$ cat config.mk
export PLATFORM = sky130hd
export DESIGN_NAME = tzb_fifo
export DESIGN_NICKNAME = d
export VERILOG_FILES = /design/src/rtl/tzb_pkg.sv /design/src/rtl/tzb_fifo.sv
export SDC_FILE = /design/constraint.sdc
export NUM_CORES = 1
export LEC_CHECK = 0
export BUFFER_PORTS_ARGS = -buffer_cell sky130_fd_sc_hd__buf_4
export CORE_UTILIZATION = 45
export CTS_CLUSTER_SIZE = 8
export DETAILED_ROUTE_END_ITERATION = 7
export PLACE_DENSITY = 0.79
export SLEW_MARGIN = 15
export SYNTH_ARGS = -nofsm -noshare
export SYNTH_HDL_FRONTEND = slang
export SYNTH_SLANG_ARGS = --single-unit
export TNS_END_PERCENT = 10
$ cat constraint.sdc
create_clock -name clk -period 24.7 [get_ports clk]
set_input_delay 0 -clock clk [delete_from_list [all_inputs] [get_ports clk]]
set_output_delay 0 -clock clk [all_outputs]
set_load 0.1 [all_outputs]
$ cat src/rtl/tzb_pkg.sv
// Package for the triangle z-buffer pixel test block.
// Holds the channel payload types, queue entry type and fixed widths.
// No dependencies.
package tzb_pkg;

  localparam int CoordW = 10;
  localparam int DepthW = 16;
  localparam int WeightW = 24;
  localparam int AccW = 42;
  localparam int QuotW = 17;
  localparam int AddrW = 2 * CoordW;
  localparam int StoreDepth = 1 << AddrW;
  localparam logic signed [DepthW-1:0] DepthMin = 16'sh8000;

  localparam logic ModeTest = 1'b0;
  localparam logic ModeClear = 1'b1;

  typedef struct packed {
    logic mode;
    logic [CoordW-1:0] ax;
    logic [CoordW-1:0] ay;
    logic signed [DepthW-1:0] az;
    logic [CoordW-1:0] bx;
    logic [CoordW-1:0] by_row;
    logic signed [DepthW-1:0] bz;
    logic [CoordW-1:0] cx;
    logic [CoordW-1:0] cy;
    logic signed [DepthW-1:0] cz;
    logic [CoordW-1:0] px;
    logic [CoordW-1:0] py;
  } tzb_in_t;

  typedef struct packed {
    logic [CoordW-1:0] pixel_col;
    logic [CoordW-1:0] pixel_row;
    logic inside_res;
    logic write_pixel;
    logic signed [DepthW-1:0] depth;
  } tzb_out_t;

  // One classified item handed from the front end to the back end.
  typedef struct packed {
    logic mode;
    logic covered;
    logic vis;
    logic [CoordW-1:0] px;
    logic [CoordW-1:0] py;
    logic signed [DepthW-1:0] az;
    logic signed [DepthW-1:0] bz;
    logic signed [DepthW-1:0] cz;
    logic signed [WeightW-1:0] wa;
    logic signed [WeightW-1:0] wb;
    logic signed [WeightW-1:0] wc;
    logic signed [WeightW-1:0] uz;
  } tzb_entry_t;

endpackage

$ cat src/rtl/tzb_fifo.sv
// Two-entry queue between the front end and the back end.
// Depends on tzb_pkg for the entry type.
module tzb_fifo (
  input  logic               clk,
  input  logic               rst,
  input  logic               push,
  input  tzb_pkg::tzb_entry_t push_data,
  output logic               full,
  input  logic               pop,
  output logic               not_empty,
  output tzb_pkg::tzb_entry_t pop_data
);
  import tzb_pkg::*;

  tzb_entry_t slots [2];
  logic wr_ptr;
  logic rd_ptr;
  logic [1:0] count;

  assign full = count[1];
  assign not_empty = (count != 2'd0);
  assign pop_data = slots[rd_ptr];

  // Pointers and fill count.
  always_ff @(posedge clk) begin
    if (rst) begin
      wr_ptr <= 1'b0;
      rd_ptr <= 1'b0;
      count <= 2'd0;
    end else begin
      if (push) begin
        wr_ptr <= ~wr_ptr;
      end
      if (pop) begin
        rd_ptr <= ~rd_ptr;
      end
      if (push && !pop) begin
        count <= count + 2'd1;
      end else if (pop && !push) begin
        count <= count - 2'd1;
      end
    end
  end

  // Entry storage.
  always_ff @(posedge clk) begin
    if (push) begin
      slots[wr_ptr] <= push_data;
    end
  end

`ifndef ASSERT_OFF
  a_no_overflow: assert property (@(posedge clk) disable iff (rst) full |-> !push || pop)
    else $error("queue written while full");
  a_no_underflow: assert property (@(posedge clk) disable iff (rst) pop |-> not_empty)
    else $error("queue read while empty");
  a_count_range: assert property (@(posedge clk) disable iff (rst) count != 2'd3)
    else $error("queue count out of range");
`endif

endmodule

== Word level (Yosys, flattened, before mapping) ==
Memory sizes are Yosys's and may differ from the RTL's. A register that Yosys moved wholly into a read port is not among the register bits.
Index checks and enable logic that the tools add are counted.
Storage, ports and cells
  output and inout port bits: 169
  bits of input ports: 171
  logic and storage cells: 20
  memory bits (read-only): 0
  RAM bits: 334
  latch bits: 0
  flip-flop bits (word level): 4
  memories kept: 1
Memory list
  slots: words 2, width 167, read ports 1, clocked after memory_dff 1, wr ports 1, RTL line tzb_fifo.sv:15  | tzb_entry_t slots [2];
Cells by class
  muxes and demuxes: 6
  equal/unequal tests: 0
  reduce and logical (&&, ||, !) cells: 6
  shift-type cells: 0
  divide/modulo/power cells: 0
  add/subtract/negate cells: 2
  multiply operators: 0
  bitwise logic cells: 2
  magnitude comparators: 0
Operator list (count)
  2-to-1 mux 1 bit: 4
  2-to-1 mux 2 bit: 2
  nonzero test 2 bit: 2
  adder 2 x 1 -> 2 bit (second input constant): 1
  logical AND 1 bit: 2
  zero test 1 bit: 2
  inverter 1 bit: 2
  subtractor 2 x 1 -> 2 bit (second input constant): 1

== Longest topological paths before layout ==
  depth after elaboration: 4
  mapped depth: 5
  mapped depth without buffers: 5

== Worst setup path before layout ==
Ideal clock, no wire load.
  path type: register to register
  start: register wr_ptr
  end: memory slots[0][0] (netlist bit) (enable)
  slack: 16286 ps
  cell stages (with the launch flop): 2
  library setup time: 716 ps
  arrival: 7698 ps
  buffers on the path: 0
  period minus slack after synthesis: 8414 ps
  required time: 23984 ps
  cell sequence: dfxtp_1 > nor2b_1
RTL lines
  start, declared: RTL line tzb_fifo.sv:16  | logic wr_ptr;
  start signal, assigned: RTL line tzb_fifo.sv:32  | wr_ptr <= ~wr_ptr;
  end, declared: RTL line tzb_fifo.sv:15
Straight into the memory's write port.

==> metrics.yaml <==
setup_path:
  critPathLaunchType: "register"
  required_ns: 24.70
  path_delay_family: "buffers and inverters"
  worst-path-buf-inv: 3
  path_cells: "buf_4 > buf_4 > mux2_4 > buf_4"
  worstSetupPathType: "register to output pin"
  critical_path_arrival_ns: 3.36
  end_kind: "output pin"
  cpMostUsedCell: "buf_4"
  critPathMaxStageDelay_ns: 0.74
  cpMaxStageDelayCell: "buf_4"
  critPathMaxFanout: 49
drt:
  first_pass_iters: 4
  dr.first_iter.drc_count: 345
  route.detailed.drc: 0
  num_vias: 7140
  avgViaCountPerCell: 4.818
  wl_um: 30040
  drtAntennaViolNets: 0
  wl_per_cell_um: 20.27
logic_synthesis:
  synthAdderAreaFrac: 0.0009779
  synth_mux_area_frac: 0.1851
  syn_nets: 713
  ys_seq_elements: 339
  synth_top_family_by_area: "multiplexers"
  synthTopCellsByArea: "edfxtp_1 78%, mux2_4 15%, mux2_2 3.3%"
  yosysWarnings: 0
  synth_xor_area_frac: 0.002738
  syn_area_per_cell_um2: 23.65
  ys_types: 17
  synth_top_area_share: 0.7839
  synth_largest_area_cell: "edfxtp_1"
  synth_cells: 541
  synth_compound_area_frac: 0.0007823
  synth_seq_area_share: 0.7917
  synthSimpleGateAreaFrac: 0.003129
  syn_area_mm2: 0.01279
die:
  rows: 61
  die_y_um: 170.6
  die_w_um: 170.6
  dieArea_mm2: 0.02911
  initial_core_util: 0.4593
  io_pins: 340
  coreArea_mm2: 0.02786
layout:
  layout-drive-gt1-share: 0.5163
  area_delta_synth_final_pct: 46.08
  nets: 1261
  final_area_mm2: 0.01869
clocking:
  clock_path_buffers: 3
  cts_htree_levels: 2
  cts_tree: "built"
  root_buffer: "clkbuf_16"
  cts-resized-gates: 0
  post-cts-setup-buffers: 0
  path_clk_slew_ns: 0.05
  numCtsBuffers: 48
  clk_latency_ns: 0.53
  clkSinkCount: 339
sta:
  maxSlewViolCount: 0
  fin_skew_ns: 0.02773
  grt_setup_unrepaired: "no"
  setup_viol_count_final: 0
  fin_crit_ns: 3.360
  relSlewSlack: 0.3022
  tns_ns: 0
  worstMarginPinSlew_ns: 1.044
  period_share: 0.1360
  fmax_ghz: 0.2976
  timing_hold_violations_final: 0
grt:
  grt_max_degree: 77
  grt-ovfl-total: 0
  grt_pass1_vias: 7892
  antenna_found_initial: 2
  grt_pass1_wl_um: 43770
  grt.total_usage: 0.2013
pwr:
  irDropWorstVdd_mv: 0.08561
  p_per_area_mw_per_mm2: 89.62
  leakagePower_nw: 7.356
run:
  maxCapViolations: 0
place:
  place_area_mm2: 0.01568
  place_congestion: 0.7910
  portBuffers: 339
  dpl.hpwl_um: 17330
status:
  status: "completed"
hold_path:
  hp-class: "input pin to register"
per-layer routing:
layer	GRT usage	vias to the layer above	wire (µm)
met4	0.08108	0	924
met1	0.2267	3527	11420
met2	0.3626	303	15640
li1	-	3242	-
met3	0.05158	68	2059
met5	0	-	0
worst register-to-register path: cells and delay by family (launching register included):
kind                   cells  cell delay [ns]
buffers and inverters      2             1.74
AND/OR/NAND/NOR            1             0.50
flip-flops                 1             0.41
layout by cell type, fill, tap and decap left out:
cell type,instances
clkbuf_16,49
ha_1,1
xor2_1,2
clkinv_2,1
or3_1,1
dfxtp_1,4
and2_4,1
a21oi_1,1
inv_6,2
nor2b_4,1
mux2_4,130
o21ai_0,1
buf_4,346
xnor2_1,2
edfxtp_1,334
inv_1,1
dlygate4sd3_1,171
or2_2,1
clkbuf_1,11
nor2_1,4
mux2_2,37
dfxtp_4,1
diode_2,2
worst paths after layout:
path	start	end	slack (ns)	cells after the start
max	register	pop_data[107]	21.34	4
min	push_data[86]	slots[1][86]	0.20	2
max reg2reg	wr_ptr	slots[1][10]	21.62	3
min reg2reg	count[1]	count[1]	0.60	2
what timing repair did:
item                                    4_1_cts  5_1_grt
hold buffers                                171        0
endpoints found under the setup margin        0        0
hold endpoints to repair                    339        0
per-stage QoR:
| stage | cells | setup slack [ns] | hold slack, ns | power (mW) | utilization |
|---|---|---|---|---|---|
| after floorplan | 541 | 16.29 | 0.06907 | 1.010 | - |
| after global placement | 1246 | 21.66 | 0.1851 | 1.084 | 0.5630 |
| after detailed placement | 1246 | 21.61 | 0.1874 | 1.089 | 0.5630 |
| after CTS | 1480 | 21.30 | 0.1799 | 1.681 | 0.6707 |
| after global routing | 1481 | 21.21 | 0.1895 | 1.724 | 0.6708 |
| final | 1482 | 21.34 | 0.1964 | 1.675 | 0.6709 |
where the power goes:
part	leakage, nW	total, mW	switching [mW]	internal [mW]
combinational	3.55	0.417	0.297	0.120
clock	0.630	0.571	0.219	0.352
sequential	3.18	0.687	0.0128	0.674
total	7.36	1.68	0.529	1.15
kinds of logic (layout without fill, tap and decap cells):
group	after synthesis	in the layout
and+or+nand+nor	8	8
xor gates and xnor gates	4	4
muxes	167	167
AOI/OAI and AO/OA	2	2
other	0	2
DFF	339	339
adders and majority gates	1	1
buffers and inverters	20	581
synth_stat cells:
master and instances:
edfxtp_1 334, mux2_4 130, mux2_2 37, buf_6 16
dfxtp_1 5, nor2_1 4, buf_2 3, xnor2_1 2
xor2_1 2, a21oi_1 1, and2_1 1, ha_1 1
inv_1 1, nor2b_1 1, o21ai_0 1, or2_2 1
or3_1 1
registers in the layout, indices dropped and copies added (netlist names), named ones only:
signal  flops
count       2
rd_ptr      1
wr_ptr      1
slots     334
final cells by class:
cell class,instances,area (µm²)
diodes,2,5.005
repair buffers,517,4309
clock inverters,3,22.52
well taps,378,473.0
flip-flops and latches,339,10130
clock buffers,60,1267
fillers,1714,9168
multi-input cells,182,2476
inverters,1,3.754
No activity file was read; power rests on OpenSTA's default activity.
