[src/rtl/tzb_pkg.sv]
// Package for the triangle z-buffer pixel test block.
// Holds the channel payload types, queue entry type and fixed widths.
// No dependencies.
package tzb_pkg;

  localparam int CoordW = 10;
  localparam int DepthW = 16;
  localparam int WeightW = 24;
  localparam int AccW = 42;
  localparam int QuotW = 17;
  localparam int AddrW = 2 * CoordW;
  localparam int StoreDepth = 1 << AddrW;
  localparam logic signed [DepthW-1:0] DepthMin = 16'sh8000;

  localparam logic ModeTest = 1'b0;
  localparam logic ModeClear = 1'b1;

  typedef struct packed {
    logic mode;
    logic [CoordW-1:0] ax;
    logic [CoordW-1:0] ay;
    logic signed [DepthW-1:0] az;
    logic [CoordW-1:0] bx;
    logic [CoordW-1:0] by_row;
    logic signed [DepthW-1:0] bz;
    logic [CoordW-1:0] cx;
    logic [CoordW-1:0] cy;
    logic signed [DepthW-1:0] cz;
    logic [CoordW-1:0] px;
    logic [CoordW-1:0] py;
  } tzb_in_t;

  typedef struct packed {
    logic [CoordW-1:0] pixel_col;
    logic [CoordW-1:0] pixel_row;
    logic inside_res;
    logic write_pixel;
    logic signed [DepthW-1:0] depth;
  } tzb_out_t;

  // One classified item handed from the front end to the back end.
  typedef struct packed {
    logic mode;
    logic covered;
    logic vis;
    logic [CoordW-1:0] px;
    logic [CoordW-1:0] py;
    logic signed [DepthW-1:0] az;
    logic signed [DepthW-1:0] bz;
    logic signed [DepthW-1:0] cz;
    logic signed [WeightW-1:0] wa;
    logic signed [WeightW-1:0] wb;
    logic signed [WeightW-1:0] wc;
    logic signed [WeightW-1:0] uz;
  } tzb_entry_t;

endpackage

[src/rtl/tzb_front.sv]
// Front end: takes items, forms edge cross products and classifies coverage.
// Depends on tzb_pkg; feeds tzb_fifo.
module tzb_front #(
  parameter int SCREEN_W = 1024,
  parameter int SCREEN_H = 1024
) (
  input  logic                clk,
  input  logic                rst,
  input  logic                take,
  input  tzb_pkg::tzb_in_t    item,
  output logic                advance,
  input  logic                q_full,
  output logic                push,
  output tzb_pkg::tzb_entry_t push_data
);
  import tzb_pkg::*;

  localparam int DiffW = CoordW + 1;
  localparam int ProdW = 2 * DiffW;

  // Stage A: coordinate differences.
  logic a_valid;
  logic a_mode;
  logic [CoordW-1:0] a_px, a_py;
  logic signed [DepthW-1:0] a_az, a_bz, a_cz;
  logic signed [DiffW-1:0] e1x, e1y, e2x, e2y, dx, dy;

  // Stage B: products.
  logic b_valid;
  logic b_mode;
  logic [CoordW-1:0] b_px, b_py;
  logic signed [DepthW-1:0] b_az, b_bz, b_cz;
  logic signed [ProdW-1:0] p_e1x_dy, p_dx_e1y, p_dx_e2y, p_e2x_dy, p_e2x_e1y, p_e1x_e2y;

  logic signed [WeightW-1:0] wa, wb, wc, uz;
  logic side_a, side_b, side_c;

  assign advance = !(b_valid && q_full);
  assign push = b_valid && advance;

  always_ff @(posedge clk) begin
    if (rst) begin
      a_valid <= 1'b0;
      b_valid <= 1'b0;
    end else if (advance) begin
      a_valid <= take;
      b_valid <= a_valid;
    end
  end

  // Differences relative to the first vertex.
  always_ff @(posedge clk) begin
    if (advance) begin
      a_mode <= item.mode;
      a_px <= item.px;
      a_py <= item.py;
      a_az <= item.az;
      a_bz <= item.bz;
      a_cz <= item.cz;
      e1x <= $signed({1'b0, item.bx}) - $signed({1'b0, item.ax});
      e1y <= $signed({1'b0, item.by_row}) - $signed({1'b0, item.ay});
      e2x <= $signed({1'b0, item.cx}) - $signed({1'b0, item.ax});
      e2y <= $signed({1'b0, item.cy}) - $signed({1'b0, item.ay});
      dx <= $signed({1'b0, item.ax}) - $signed({1'b0, item.px});
      dy <= $signed({1'b0, item.ay}) - $signed({1'b0, item.py});
    end
  end

  // Six independent small products.
  always_ff @(posedge clk) begin
    if (advance) begin
      b_mode <= a_mode;
      b_px <= a_px;
      b_py <= a_py;
      b_az <= a_az;
      b_bz <= a_bz;
      b_cz <= a_cz;
      p_e1x_dy <= e1x * dy;
      p_dx_e1y <= dx * e1y;
      p_dx_e2y <= dx * e2y;
      p_e2x_dy <= e2x * dy;
      p_e2x_e1y <= e2x * e1y;
      p_e1x_e2y <= e1x * e2y;
    end
  end

  // Weights and coverage classification.
  always_comb begin
    wc = WeightW'(p_e1x_dy) - WeightW'(p_dx_e1y);
    wb = WeightW'(p_dx_e2y) - WeightW'(p_e2x_dy);
    uz = WeightW'(p_e2x_e1y) - WeightW'(p_e1x_e2y);
    wa = uz - wb - wc;
    side_a = uz[WeightW-1] ? (wa <= 0) : !wa[WeightW-1];
    side_b = uz[WeightW-1] ? (wb <= 0) : !wb[WeightW-1];
    side_c = uz[WeightW-1] ? (wc <= 0) : !wc[WeightW-1];
    push_data.mode = b_mode;
    push_data.covered = (b_mode == ModeTest) && (uz != '0) && side_a && side_b && side_c;
    push_data.vis = ({3'b000, b_px} < 13'(SCREEN_W)) && ({3'b000, b_py} < 13'(SCREEN_H));
    push_data.px = b_px;
    push_data.py = b_py;
    push_data.az = b_az;
    push_data.bz = b_bz;
    push_data.cz = b_cz;
    push_data.wa = wa;
    push_data.wb = wb;
    push_data.wc = wc;
    push_data.uz = uz;
  end

endmodule

[config.mk]
export PLATFORM = sky130hd
export DESIGN_NAME = tzb_front
export DESIGN_NICKNAME = d
export VERILOG_FILES = /design/src/rtl/tzb_pkg.sv /design/src/rtl/tzb_front.sv
export SDC_FILE = /design/constraint.sdc
export NUM_CORES = 2
export LEC_CHECK = 0
export BUFFER_PORTS_ARGS = -buffer_cell sky130_fd_sc_hd__buf_2
export CORE_ASPECT_RATIO = 1.75
export CORE_UTILIZATION = 27
export CTS_CLUSTER_DIAMETER = 200
export CTS_CLUSTER_SIZE = 14
export DETAILED_ROUTE_END_ITERATION = 10
export PLACE_DENSITY = 0.53
export SYNTH_ARGS = -nofsm -noshare
export SYNTH_HDL_FRONTEND = slang
export SYNTH_SLANG_ARGS = --single-unit
[constraint.sdc]
create_clock -name clk -period 14.5 [get_ports clk]
set_clock_uncertainty 0.05 [all_clocks]
set_input_delay 0 -clock clk [delete_from_list [all_inputs] [get_ports clk]]
set_output_delay 0 -clock clk [all_outputs]
set_load 0.01 [all_outputs]
# Word level (Yosys, flattened, before mapping)
# Index checks and enable logic that the tools add are counted.
# totals
register_bits	338
latch_bits	0
ram_bits	0
romBits	0
input_bits	133
output_inout_bits	169
wordCells	61
n_memories	0
# op_classes
add_sub_neg	11
mul	6
n_div	0
n_lt_le_gt_ge	3
eq_ne	0
shifts	0
muxes	3
bitwise_logic	1
reduce_logical	11
# ops
operator	n
$mul A11 B11 Y22	6
$sub A22 B22 Y23	3
$sub A10 B10 Y11	6
$le A23 B1 Y1 const B	2
$le A24 B1 Y1 const B	1
$reduce_bool A24 Y1	1
$sub A23 B23 Y24	1
$sub A24 B23 Y24	1
$logic_and A1 B1 Y1	6
$logic_not A1 Y1	4
$mux W1	3
$not A1 Y1	1

# Depth between registers and ports, before layout
# depth
depth_word	8
mapped_depth	24
mapped_depth_nobuf	24

# Least setup slack after synthesis
# OpenSTA, ideal clock, no wires.
# synth_timing
path_kind	reg2reg
from	register b_valid
to	register a_az[0], enable pin
setup_ns	2.526
arrival_time_ns	5.835
required_ns	11.924
path_slack_ns	6.089
stages_incl_launch_ff	2
n_path_buf	0
period_less_slack_ns	8.411
path_cell_list	dfxtp_1 nand2_1
# synth_between
elab_chain_cells	1
# synth_rtl
element	line	rtl
start: declaration	tzb_front.sv:29	logic b_valid;
start signal: assignment	tzb_front.sv:47	b_valid <= a_valid;
$logic_and A1 B1 Y1	tzb_front.sv:38	assign advance = !(b_valid && q_full);
end signal: assignment	tzb_front.sv:57	a_az <= item.az;
end: declaration	tzb_front.sv:25	logic signed [DepthW-1:0] a_az, a_bz, a_cz;
# No other way between the ends.
# A chain may end at the register's enable or synchronous reset.

==> results.cfg <==
[clocking]
clock_latency_ps = 690
cts_root_buf = clkbuf_16
cts.htree.levels = 1
cts_hold_buffers = 237
cts_tree = yes
cts.sinks = 338
clockBufferDepth = 3
post_cts_buffers = 0
cts.clk_slew.worst_paths_ps = 100
cts_buffers = 28
cts_resized = 0

[sta]
rsz0062_at_grt = no
fin_crit_ps = 7310
setup_violations = 0
worst_pin_slew_ps = 1130
hold_violations = 0
finalCritPeriodShare_pct = 50.4
fmax_mhz = 137
relSlewSlack_pct = 24.8
slew_viol_final = 0
tns_ps = 0

[setup_path]
r2r_cells = 21
critPathMaxFanout = 5
cp_slowest_cell = xnor2_1
cp.required_ps = 14450
ff2ff_setup_slack_ps = 7460
crit_family = compound AO/OA/AOI/OAI gates
crit_cells = 25
arrival_ps = 7260
endpoint_kind = output pin
startpoint = p_e1x_dy[0]
timing.rr.start = e1y[2]
startpoint_type = flip-flop
cp-endpoint = push_data[165]
r2r-end = p_e2x_e1y[20]
worstSetupPathType = reg -> out
slowest_delay_ps = 550
cp_num_buf_inv = 3

[cells_and_area]
drive_above_1_share_pct = 8.42
fillCellCount = 17276
final_cell_mix = 1,012 x inv_1, 734 x fa_1, 431 x ha_1
area_growth_pct = 16.2
nNetsFinal = 6254
layout_commonest_cell = inv_1

[place]
place_congestion = 0.859
port_buffers = 300
post-dp-hpwl_um = 111000

[global_route]
grt_usage_pct = 16.5
grt_first_pass_wirelength_um = 211000
antenna_found_initial = 11
first_global_vias = 36452
overflow = 0
grt_max_degree = 146

[route]
m1WireLength_um = 45300
drt_iter0_markers = 1285
vias = 32330
drc = 0
first_pass_iters = 5
vias_per_cell = 4.50
post_drt_wl_per_cell_um = 19.4
wl_met3_um = 3900
top_layer = met5
wirelength_um = 139000
antenna_left = 0
dr_wl_met2_um = 80900

[floorplan]
start_util_pct = 27.2
row_count = 199
die_area_sq_mm = 0.170
dieHeight_um = 545
die_w_um = 312
coreArea_sq_mm = 0.168
io-pin-count = 302

[run]
maxCapViolCount = 0

[min_path]
hold_path.class = in -> reg

[synthesis]
syn-num-nets = 5765
postSynth.asyncResetShare_pct = 0
syn_area_sq_mm = 0.0455
synthCells = 4467
synth_edf_count = 336
syn-mean-instance-area_sq_um = 10.2
yosysWarningCount = 0
yosysUniqueCellTypes = 73
yosysSeqAreaShare_pct = 22.3
ys_dominant_reg_cell = edfxtp_1
ys_ff_latch = 338

[run_status]
status = complete, no violations
==> layout make-up <==
type                       instances  area (sq um)  area share (%)
inverter                        1013          3800            7.19
multi-input combinational       2978         31100            58.7
clock inverter                     2          32.5          0.0615
antenna                           10          25.0          0.0473
timing repair buffer             597          4340            8.20
sequential                       338         10100            19.2
tap                             2211          2770            5.23
clock buffer                      38           738            1.40
==> metal layers <==
layer	GRT usage, %	vias to the layer above
li1	-	14831
met1	14.8	16464
met2	34.2	700
met3	1.57	331
met4	10.1	4
met5	0	-
==> cell families after synthesis <==
family | synth area share [%]
AOI/OAI and AO/OA | 6.73
xor gates and xnor gates | 4.75
adders and majority gates | 44.1
buffers and inverters | 9.53
DFF | 22.3
other | 0.00824
and+or+nand+nor | 12.6
==> metrics by stage <==
step                      util, %  setup slack [ps]  area, sq um  instances  hold slack, ps
after global placement       29.7              7740        49700       6900             123
after detailed placement     29.7              7620        49700       6900             128
final                        31.6              7190        52900       7187            64.2
after global routing         31.6              6720        52900       7187            33.3
after floorplan                 -              6090        45500       4467           -3.59
after CTS                    31.5              7150        52900       7177            2.52
==> cells in the mapped netlist, drive strengths merged, types with 4 or more instances <==
| cell type | instances | share of area, % |
|---|---|---|
| inv | 1012 | 8.3 |
| fa | 734 | 32 |
| ha | 431 | 12 |
| and2 | 399 | 5.5 |
| nand2 | 339 | 2.8 |
| edfxtp | 336 | 22 |
| xnor2 | 180 | 3.5 |
| clkbuf | 132 | 1.1 |
| nor2 | 123 | 1.0 |
| a21oi | 114 | 1.3 |
| o21ai | 103 | 1.1 |
| a21o | 98 | 1.6 |
| nand2b | 81 | 1.1 |
| xor2 | 67 | 1.3 |
| nor2b | 43 | 0.61 |
| a211oi | 32 | 0.54 |
| nor3 | 27 | 0.31 |
| nand3 | 24 | 0.26 |
| o21a | 22 | 0.36 |
| o21bai | 17 | 0.28 |
| and3 | 16 | 0.22 |
| a21boi | 14 | 0.23 |
| or3 | 13 | 0.18 |
| a31oi | 11 | 0.18 |
| a211o | 9 | 0.17 |
| nand4 | 9 | 0.12 |
| nor4 | 9 | 0.14 |
| buf | 6 | 0.091 |
| o211ai | 5 | 0.082 |
| o31ai | 5 | 0.10 |
| or2 | 5 | 0.069 |
| o2111ai | 4 | 0.077 |
==> worst register-to-register path, delay by kind of cell (launching register included) <==
kind	cells	cell delay [ps]
simple gates	2	360
fa+ha+maj	6	2520
buf+inv	3	130
flops	1	1100
xor+xnor	1	80
compound gates	9	2520
==> sequential cells by signal, summed over array words and instances (netlist names), 10 cells and up <==
name / flops
b_az: 16
p_e2x_e1y: 22
a_px: 10
dy: 11
a_bz: 16
e2x: 11
b_bz: 16
a_cz: 16
b_px: 10
p_e1x_e2y: 22
p_dx_e2y: 22
b_cz: 16
a_az: 16
e2y: 11
b_py: 10
e1y: 11
p_e2x_dy: 22
p_e1x_dy: 22
a_py: 10
e1x: 11
p_dx_e1y: 22
dx: 11
==> worst min-delay path by stage <==
| stage | depth (start not counted) | to | start |
|---|---|---|---|
| 2_1_floorplan | 1 | push | q_full |
| 3_3_place_gp | 2 | a_valid | rst |
| 3_5_place_dp | 1 | a_cz[9] | item[29] |
| 4_1_cts | 2 | a_px[3] | item[13] |
| 5_1_grt | 2 | a_px[3] | item[13] |
| 6_report | 4 | e1y[2] | item[73] |
Power is left out: the tool's default activity adds up to more than one toggle a clock period on the data nets, which glitch-free logic cannot reach.
